**src/rtl/core/ipsc_pkg.sv**
```systemverilog
// Package with beat types, prefix constants and match functions for the address classifier.
package ipsc_pkg;

    // Input beat: address family and the 128-bit address split in two words.
    typedef struct packed {
        logic        is_ipv6;
        logic [63:0] addr_high;
        logic [63:0] addr_low;
    } ipsc_in_t;

    // Result beat: the two classification flags.
    typedef struct packed {
        logic is_public;
        logic is_forbidden;
    } ipsc_out_t;

    // Classification of one address before the flags are formed.
    typedef struct packed {
        logic forb;
        logic loc;
    } ipsc_class_t;

    // IPv4 masks by prefix length.
    localparam logic [31:0] V4_MASK_32 = 32'hFFFF_FFFF;
    localparam logic [31:0] V4_MASK_24 = 32'hFFFF_FF00;
    localparam logic [31:0] V4_MASK_16 = 32'hFFFF_0000;
    localparam logic [31:0] V4_MASK_15 = 32'hFFFE_0000;
    localparam logic [31:0] V4_MASK_12 = 32'hFFF0_0000;
    localparam logic [31:0] V4_MASK_10 = 32'hFFC0_0000;
    localparam logic [31:0] V4_MASK_8  = 32'hFF00_0000;
    localparam logic [31:0] V4_MASK_4  = 32'hF000_0000;

    // IPv4 networks that must never be contacted.
    localparam logic [31:0] V4_BCAST     = 32'hFFFF_FFFF;
    localparam logic [31:0] V4_PROTO     = 32'hC000_0000;
    localparam logic [31:0] V4_TEST_NET1 = 32'hC000_0200;
    localparam logic [31:0] V4_AS112_A   = 32'hC01F_C400;
    localparam logic [31:0] V4_AMT       = 32'hC034_C100;
    localparam logic [31:0] V4_RELAY6TO4 = 32'hC058_6300;
    localparam logic [31:0] V4_AS112_B   = 32'hC0AF_3000;
    localparam logic [31:0] V4_TEST_NET2 = 32'hC633_6400;
    localparam logic [31:0] V4_TEST_NET3 = 32'hCB00_7100;
    localparam logic [31:0] V4_BENCH     = 32'hC612_0000;
    localparam logic [31:0] V4_THIS_NET  = 32'h0000_0000;
    localparam logic [31:0] V4_LOOPBACK  = 32'h7F00_0000;
    localparam logic [31:0] V4_MCAST     = 32'hE000_0000;
    localparam logic [31:0] V4_RESERVED  = 32'hF000_0000;

    // IPv4 networks that are local only.
    localparam logic [31:0] V4_LINK_LOCAL = 32'hA9FE_0000;
    localparam logic [31:0] V4_PRIV_172   = 32'hAC10_0000;
    localparam logic [31:0] V4_PRIV_192   = 32'hC0A8_0000;
    localparam logic [31:0] V4_SHARED     = 32'h6440_0000;
    localparam logic [31:0] V4_PRIV_10    = 32'h0A00_0000;

    // IPv6 upper-word networks and masks.
    localparam logic [63:0] V6_MASK_64 = 64'hFFFF_FFFF_FFFF_FFFF;
    localparam logic [63:0] V6_MASK_48 = 64'hFFFF_FFFF_FFFF_0000;
    localparam logic [63:0] V6_MASK_32 = 64'hFFFF_FFFF_0000_0000;
    localparam logic [63:0] V6_MASK_23 = 64'hFFFF_FE00_0000_0000;
    localparam logic [63:0] V6_MASK_10 = 64'hFFC0_0000_0000_0000;
    localparam logic [63:0] V6_MASK_8  = 64'hFF00_0000_0000_0000;
    localparam logic [63:0] V6_MASK_7  = 64'hFE00_0000_0000_0000;

    localparam logic [63:0] V6_MCAST      = 64'hFF00_0000_0000_0000;
    localparam logic [63:0] V6_IETF       = 64'h2001_0000_0000_0000;
    localparam logic [63:0] V6_DISCARD    = 64'h0100_0000_0000_0000;
    localparam logic [63:0] V6_DOC        = 64'h2001_0DB8_0000_0000;
    localparam logic [63:0] V6_AS112      = 64'h2620_004F_8000_0000;
    localparam logic [63:0] V6_LINK_LOCAL = 64'hFE80_0000_0000_0000;
    localparam logic [63:0] V6_SITE_LOCAL = 64'hFEC0_0000_0000_0000;
    localparam logic [63:0] V6_UNIQUE     = 64'hFC00_0000_0000_0000;
    localparam logic [63:0] V6_NAT64      = 64'h0064_FF9B_0000_0000;
    localparam logic [31:0] V6_MAPPED_MID = 32'h0000_FFFF;

    // True when the address lies in the network under the mask.
    function automatic logic pfx4(input logic [31:0] a, input logic [31:0] net,
                                  input logic [31:0] mask);
        return (a & mask) == net;
    endfunction

    function automatic logic pfx6hi(input logic [63:0] hi, input logic [63:0] net,
                                    input logic [63:0] mask);
        return (hi & mask) == net;
    endfunction

    function automatic logic v4_forbidden(input logic [31:0] a);
        return pfx4(a, V4_BCAST, V4_MASK_32)     || pfx4(a, V4_PROTO, V4_MASK_24)     ||
               pfx4(a, V4_TEST_NET1, V4_MASK_24) || pfx4(a, V4_AS112_A, V4_MASK_24)   ||
               pfx4(a, V4_AMT, V4_MASK_24)       || pfx4(a, V4_RELAY6TO4, V4_MASK_24) ||
               pfx4(a, V4_AS112_B, V4_MASK_24)   || pfx4(a, V4_TEST_NET2, V4_MASK_24) ||
               pfx4(a, V4_TEST_NET3, V4_MASK_24) || pfx4(a, V4_BENCH, V4_MASK_15)     ||
               pfx4(a, V4_THIS_NET, V4_MASK_8)   || pfx4(a, V4_LOOPBACK, V4_MASK_8)   ||
               pfx4(a, V4_MCAST, V4_MASK_4)      || pfx4(a, V4_RESERVED, V4_MASK_4);
    endfunction

    function automatic logic v4_local(input logic [31:0] a);
        return pfx4(a, V4_LINK_LOCAL, V4_MASK_16) || pfx4(a, V4_PRIV_172, V4_MASK_12) ||
               pfx4(a, V4_PRIV_192, V4_MASK_16)   || pfx4(a, V4_SHARED, V4_MASK_10)   ||
               pfx4(a, V4_PRIV_10, V4_MASK_8);
    endfunction

    // Full classification of one input beat.
    function automatic ipsc_class_t classify(input ipsc_in_t d);
        logic [31:0] a;
        logic        hi_zero;
        logic        v6_forb;
        logic        v6_loc;
        logic        embed;
        ipsc_class_t c;
        a       = d.addr_low[31:0];
        hi_zero = (d.addr_high == 64'd0);
        // The whole ::/96 block (unspecified, loopback, v4-compatible) is forbidden.
        v6_forb = (hi_zero && d.addr_low[63:32] == 32'd0) ||
                  pfx6hi(d.addr_high, V6_MCAST, V6_MASK_8)    ||
                  pfx6hi(d.addr_high, V6_IETF, V6_MASK_23)    ||
                  pfx6hi(d.addr_high, V6_DISCARD, V6_MASK_64) ||
                  pfx6hi(d.addr_high, V6_DOC, V6_MASK_32)     ||
                  pfx6hi(d.addr_high, V6_AS112, V6_MASK_48);
        v6_loc  = pfx6hi(d.addr_high, V6_LINK_LOCAL, V6_MASK_10) ||
                  pfx6hi(d.addr_high, V6_SITE_LOCAL, V6_MASK_10) ||
                  pfx6hi(d.addr_high, V6_UNIQUE, V6_MASK_7);
        // Mapped and NAT64 forms carry an IPv4 word in the low 32 bits.
        embed   = (hi_zero && d.addr_low[63:32] == V6_MAPPED_MID) ||
                  (d.addr_high == V6_NAT64 && d.addr_low[63:32] == 32'd0);
        if (!d.is_ipv6 || (!v6_forb && !v6_loc && embed)) begin
            c.forb = v4_forbidden(a);
            c.loc  = v4_local(a);
        end else begin
            c.forb = v6_forb;
            c.loc  = !v6_forb && v6_loc;
        end
        return c;
    endfunction

endpackage

```
**src/rtl/core/ip_address_scope_classifier.sv**
```systemverilog
// Top level of the IPv4/IPv6 special-purpose address classifier.
// Path of an accepted input beat: input register, prefix compares, result register, then m_.
// Throughput: one beat per cycle while m_ready is high.
// A stalled result register still lets one more beat into the input register.
// Reset (aresetn low, synchronous) empties both stages; payload registers are not reset.
module ip_address_scope_classifier (
    input  logic                aclk,
    input  logic                aresetn,
    input  logic                s_valid,
    output logic                s_ready,
    input  ipsc_pkg::ipsc_in_t  s_data,
    output logic                m_valid,
    input  logic                m_ready,
    output ipsc_pkg::ipsc_out_t m_data
);
    import ipsc_pkg::*;

    logic        in_valid_reg;
    logic        in_valid_next;
    ipsc_in_t    in_data_reg;
    logic        out_valid_reg;
    logic        out_valid_next;
    ipsc_out_t   out_data_reg;
    ipsc_out_t   out_data_next;
    ipsc_class_t cls;
    logic        out_ready;

    // Stage handshakes: each stage takes a beat when it is empty or is being drained.
    assign out_ready = !out_valid_reg || m_ready;
    assign s_ready   = !in_valid_reg || out_ready;

    // Classification between the two registers.
    always_comb begin
        cls                        = classify(in_data_reg);
        out_data_next.is_forbidden = cls.forb;
        out_data_next.is_public    = !(cls.forb || cls.loc);
    end

    // Next valid flags for both stages.
    always_comb begin
        in_valid_next  = in_valid_reg;
        out_valid_next = out_valid_reg;
        if (s_ready) begin
            in_valid_next = s_valid;
        end
        if (out_ready) begin
            out_valid_next = in_valid_reg;
        end
    end

    // Control registers.
    always_ff @(posedge aclk) begin
        if (!aresetn) begin
            in_valid_reg  <= 1'b0;
            out_valid_reg <= 1'b0;
        end else begin
            in_valid_reg  <= in_valid_next;
            out_valid_reg <= out_valid_next;
        end
    end

    // Payload registers.
    always_ff @(posedge aclk) begin
        if (s_ready && s_valid) begin
            in_data_reg <= s_data;
        end
        if (out_ready && in_valid_reg) begin
            out_data_reg <= out_data_next;
        end
    end

    assign m_valid = out_valid_reg;
    assign m_data  = out_data_reg;

    // A forbidden address is never reported as public.
    assert property (@(posedge aclk) disable iff (!aresetn)
        m_valid |-> !(m_data.is_public && m_data.is_forbidden))
        else $error("result beat is both public and forbidden");

    // A beat that leaves the input stage shows up at the result port next cycle.
    assert property (@(posedge aclk) disable iff (!aresetn)
        (in_valid_reg && out_ready) |=> m_valid)
        else $error("beat lost between input and result stage");

    // Input back-pressure only when both stages hold a beat.
    assert property (@(posedge aclk) disable iff (!aresetn)
        !s_ready |-> (in_valid_reg && out_valid_reg && !m_ready))
        else $error("input stalled with a free stage");

endmodule

```
**config.mk**
```make
export PLATFORM = sky130hd
export DESIGN_NAME = ip_address_scope_classifier
export DESIGN_NICKNAME = d
export VERILOG_FILES = /design/src/rtl/core/ipsc_pkg.sv /design/src/rtl/core/ip_address_scope_classifier.sv
export SDC_FILE = /design/constraint.sdc
export NUM_CORES = 1
export LEC_CHECK = 0
export ABC_AREA = 1
export BUFFER_PORTS_ARGS = -buffer_cell sky130_fd_sc_hd__buf_2
export CORE_ASPECT_RATIO = 0.5
export CORE_MARGIN = 2
export CORE_UTILIZATION = 45
export CTS_CLUSTER_DIAMETER = 40
export DETAILED_ROUTE_END_ITERATION = 10
export PLACE_DENSITY_LB_ADDON = 0.25
export SLEW_MARGIN = 20
export SYNTH_ARGS = -nofsm -noshare
export SYNTH_HDL_FRONTEND = slang
export SYNTH_SLANG_ARGS = --single-unit
```
**constraint.sdc**
```tcl
create_clock -name aclk -period 3.6 [get_ports aclk]
set_input_delay 0.54 -clock aclk [delete_from_list [all_inputs] [get_ports aclk]]
set_output_delay 0.54 -clock aclk [all_outputs]
set_load 0.01 [all_outputs]
```
== Word level (Yosys, flattened, before mapping) ==
Cells that the tools add are included.

* Register bits after elaboration: 133
* Bits of input ports: 133
* Output and inout bits: 4
* Logic and storage cells: 82

* Equality and inequality tests: 28
* Multiplexer cells: 1
* Reduce and logical (&&, ||, !) cells: 46

{| class="wikitable"
|+ Operators by type and width
! operator !! count
|-
| == test 24 bit, second input constant || 8
|-
| == test 64 x 55 -> 1 bit, second input constant || 1
|-
| == test 64 x 57 -> 1 bit, second input constant || 1
|-
| logical NOT 32 bit || 2
|-
| logical NOT 64 bit || 1
|-
| == test 48 x 46 -> 1 bit, second input constant || 1
|-
| == test 16 bit, second input constant || 2
|-
| == test 32 x 16 -> 1 bit, second input constant || 1
|-
| == test 32 x 30 -> 1 bit, second input constant || 1
|-
| == test 32 bit, second input constant || 1
|-
| logical OR 1 bit || 29
|-
| == test 23 x 21 -> 1 bit, second input constant || 1
|-
| == test 10 bit, second input constant || 2
|-
| == test 15 bit, second input constant || 1
|-
| == test 12 bit, second input constant || 1
|-
| == test 10 x 9 -> 1 bit, second input constant || 1
|-
| == test 4 bit, second input constant || 2
|-
| == test 8 x 4 -> 1 bit, second input constant || 1
|-
| == test 8 x 7 -> 1 bit, second input constant || 1
|-
| == test 8 bit, second input constant || 1
|-
| logical AND 1 bit || 8
|-
| == test 7 bit, second input constant || 1
|-
| logical NOT 1 bit || 6
|-
| two-way mux 2 bit || 1
|}

== Logic depth before layout (Yosys ltp) ==
* Depth after elaboration: 17
* Mapped depth: 13
* Mapped depth without buffers: 13

== Worst setup path before layout ==
No wires, ideal clock.

* Kind: input port to flip-flop
* Start: input port m_ready
* End: register in_data_reg[100] in the netlist's numbering (enable)
* Library setup time: 0.474 ns
* Data arrival time: 3.170 ns
* Data required time: 3.126 ns
* Slack: -0.044 ns
* Cell stages on the path: 4
* Buffers on the path: 0
* Cells stage by stage: inv_1 > nand3_1 > nand2_1 > inv_1

* Longest elaborated chain between the ends: 3

{| class="wikitable"
|+ RTL lines
! what !! RTL line !! RTL
|-
| start: declaration || ip_address_scope_classifier.sv:13 || <nowiki>input logic m_ready,</nowiki>
|-
| logical OR 1 bit || ip_address_scope_classifier.sv:29 || <nowiki>assign out_ready = !out_valid_reg || m_ready;</nowiki>
|-
| logical OR 1 bit || ip_address_scope_classifier.sv:30 || <nowiki>assign s_ready = !in_valid_reg || out_ready;</nowiki>
|-
| via s_ready || ip_address_scope_classifier.sv:10 || <nowiki>output logic s_ready,</nowiki>
|-
| logical AND 1 bit || ip_address_scope_classifier.sv:64 || <nowiki>if (s_ready && s_valid) begin</nowiki>
|-
| end signal: assignment || ip_address_scope_classifier.sv:65 || <nowiki>in_data_reg <= s_data;</nowiki>
|-
| end: declaration || ip_address_scope_classifier.sv:20 || <nowiki>ipsc_in_t in_data_reg;</nowiki>
|}

The timed path passes the listed nets, and every way through them passes these cells.
A chain may end at the register's enable or synchronous reset.

== Worst setup path after layout ==
* Start: register out_valid_reg (netlist: m_valid)
* End: register in_data_reg[107] in the netlist's numbering (enable)

* Longest elaborated chain between the ends: 4

{| class="wikitable"
|+ RTL lines
! what !! RTL line !! RTL
|-
| start: declaration || ip_address_scope_classifier.sv:21 || <nowiki>logic out_valid_reg;</nowiki>
|-
| start signal: assignment || ip_address_scope_classifier.sv:58 || <nowiki>out_valid_reg <= out_valid_next;</nowiki>
|-
| logical NOT 1 bit || ip_address_scope_classifier.sv:29 ||
|-
| logical OR 1 bit || ip_address_scope_classifier.sv:29 ||
|-
| logical OR 1 bit || ip_address_scope_classifier.sv:30 ||
|-
| logical AND 1 bit || ip_address_scope_classifier.sv:64 ||
|}

Every way passes these cells.

==> metrics.txt <==
outcome complete, no violations; post-route minimum period 1.90 ns; Rows 28; vias post-DR 3,748; Root Buffer clkbuf_16; Worst setup SP type flop; Syn. warnings 0; Cell Count, Final, Fillers Out about 830; starting density of the core 0.456; Port Buffers 128; period utilization 0.527; GP Congestion 0.876; pwr dens 532 nW/µm²; Final #Nets 787; EDFF count, synth 123; setup TNS 0 ns; first-pass GRT wire length 15,900 µm; most common cell in the netlist nor2_1; Synth Flop Type edfxtp_1; Ports 137; Post-Layout Inst Area 6790 µm²; RSZ-0062 raised after global routing no; clk buf depth 2; total power approximately 3.6 mW; CTS sink cnt 125; antenna cells 0; Max-slew headroom 0.563; cts hold-fix bufs 0; Routed Antenna Nets 0; wire length per cell 12.4 µm; fraction of registers with async set/reset 0; dpl cells 800; DR pass1 iterations 6; Clock Skew 0.0125 ns; largest net degree at the start of global routing 53; initial antenna violation count 0; worst ir drop on vdd 0.221 mV; Starting DRT DRC Count 251; MaxCap Viol Count 0; vias in the first global route 3,540; Synth Area in Simple Gates 0.253; Via-to-Cell Ratio 4.50; syn_nets 638; synthesized cell area ~5300 µm²; synth unique cells 19; area share of fa/ha/maj cells after synthesis 0; max reg flops 121; largest family of logic cells by synthesized area simple AND/OR/NAND/NOR gates; Fmax achieved 527 MHz; layout cells sized above 1 0.277; Worst Hold Depth 1; # Post-CTS Setup Buffers 0; WS Path Type reg -> reg; hold crit path type in -> reg; CTS-repair resized insts 0; post-DP HPWL 7560 µm; count of pins over their slew limit 0; fillcell total approximately 1,000; GRT Resource Usage Total 0.166; path depth of the worst reg2reg path 4; Post-Syn Instances 505; Final Setup Violations 0; width of the die 158 µm; Worst Setup End Kind flop; Seq/Total Area, Yosys 0.700; mux cell area share after synthesis 0; final wirelength around 10,000 µm; Final Hold Fails 0; placed cell area about 6200 µm²; flops & latches, synth 125; Synth top cells by count nor2_1 (125), edfxtp_1 (123), nand2_1 (117), inv_1 (61), nand3_1 (26); Post-Synth XOR/XNOR Area 0; Avg Inst Size Synth 10.6 µm²; compound-gate portion of the synthesized area 0.00492; die footprint 12,800 µm²; Leakage 2.83 nW; Slew @ Worst Pin around 0.66 ns; Yosys top cell area share 0.692; drt drc 0; area grow syn2layout 27.3%; Crit Path Max Fanout 52; Crit path required time 3.64 ns; # H-tree levels 4; TritonCTS clock tree done; CTS buffer count 17; Core Area roughly 12,000 µm²; utilization after layout 0.580; synth top area cells edfxtp_1 (69%), nor2_1 (8.8%), nand2_1 (8.2%); Synth area leader edfxtp_1; Clk pin slew, worst setup/hold paths 0.06 ns; GRT overflow 0; worst skew pair latency 0.41 ns; Crit path arrival time 1.94 ns; Die H around 80 µm
==> area by class of cell <==
cell class	count	area, µm²	area share
Clock inverter	14	160	0.0236
Multi-Input combinational cell	319	1370	0.202
Inverter	61	233	0.0343
Sequential cell	125	3730	0.550
Tap cell	165	206	0.0304
Timing Repair Buffer	130	656	0.0965
Clock buffer	18	429	0.0632
==> power by group <==
| group | switching, mW | internal (mW) | leakage, nW |
|---|---|---|---|
| Clock | 0.655 | 1.03 | 0.275 |
| Sequential | 0.0437 | 1.70 | 1.22 |
| Combinational | 0.102 | 0.0782 | 1.33 |
==> kinds of logic (layout without fill, tap and decap cells) <==
kind of cell,count (synthesis),count (layout)
compound gates,5,5
buf+inv,61,223
flops,125,125
simple gates,314,314
==> layout by cell type (no fill, tap or decap), types with 2 or more instances in the layout <==
master | Yosys | final
inv_1 | 61 | 60
nor2_2 | 10 | 10
nor2_1 | 125 | 125
clkinvlp_4 | 0 | 5
nand2_2 | 7 | 7
buf_2 | 0 | 128
clkbuf_16 | 0 | 17
bufinv_16 | 0 | 2
nand3b_1 | 3 | 3
nand2_1 | 117 | 117
buf_4 | 0 | 2
inv_6 | 0 | 5
nor2_4 | 4 | 4
dfxtp_1 | 2 | 2
nand4_1 | 11 | 11
edfxtp_1 | 123 | 123
nor3_1 | 6 | 6
nand3_1 | 26 | 26
clkinv_4 | 0 | 3
a21oi_1 | 4 | 4
==> worst paths after layout <==
path                     start  slack (ns)                to
setup / recovery       m_valid        1.70  in_data_reg[107]
hold / removal      s_data[66]        0.30   in_data_reg[66]
setup reg to reg       m_valid        1.70  in_data_reg[107]
hold reg to reg   in_valid_reg        0.48           m_valid
==> stage by stage <==
step,hold slack (ns),setup WS [ns]
floorplan,0.448,0.509
global placement,0.465,1.39
detailed placement,0.469,1.36
CTS,0.284,1.69
global route,0.285,1.56
finish,0.299,1.70
==> critical path, stage by stage (launching register included) <==
cell and delay, ns:
dfxtp_1 0.33, nand3_1 0.12, nand2_1 0.11, clkinvlp_4 0.33, buf_4 0.59
==> metal layers <==
| layer | part of all wire | track usage |
|---|---|---|
| met1 | 0.45 | 0.194 |
| met5 | 0 | 0 |
| met2 | 0.48 | 0.283 |
| met3 | 0.061 | 0.0571 |
| met4 | 0.0096 | 0.0712 |
(Power assumes the default switching activity.)
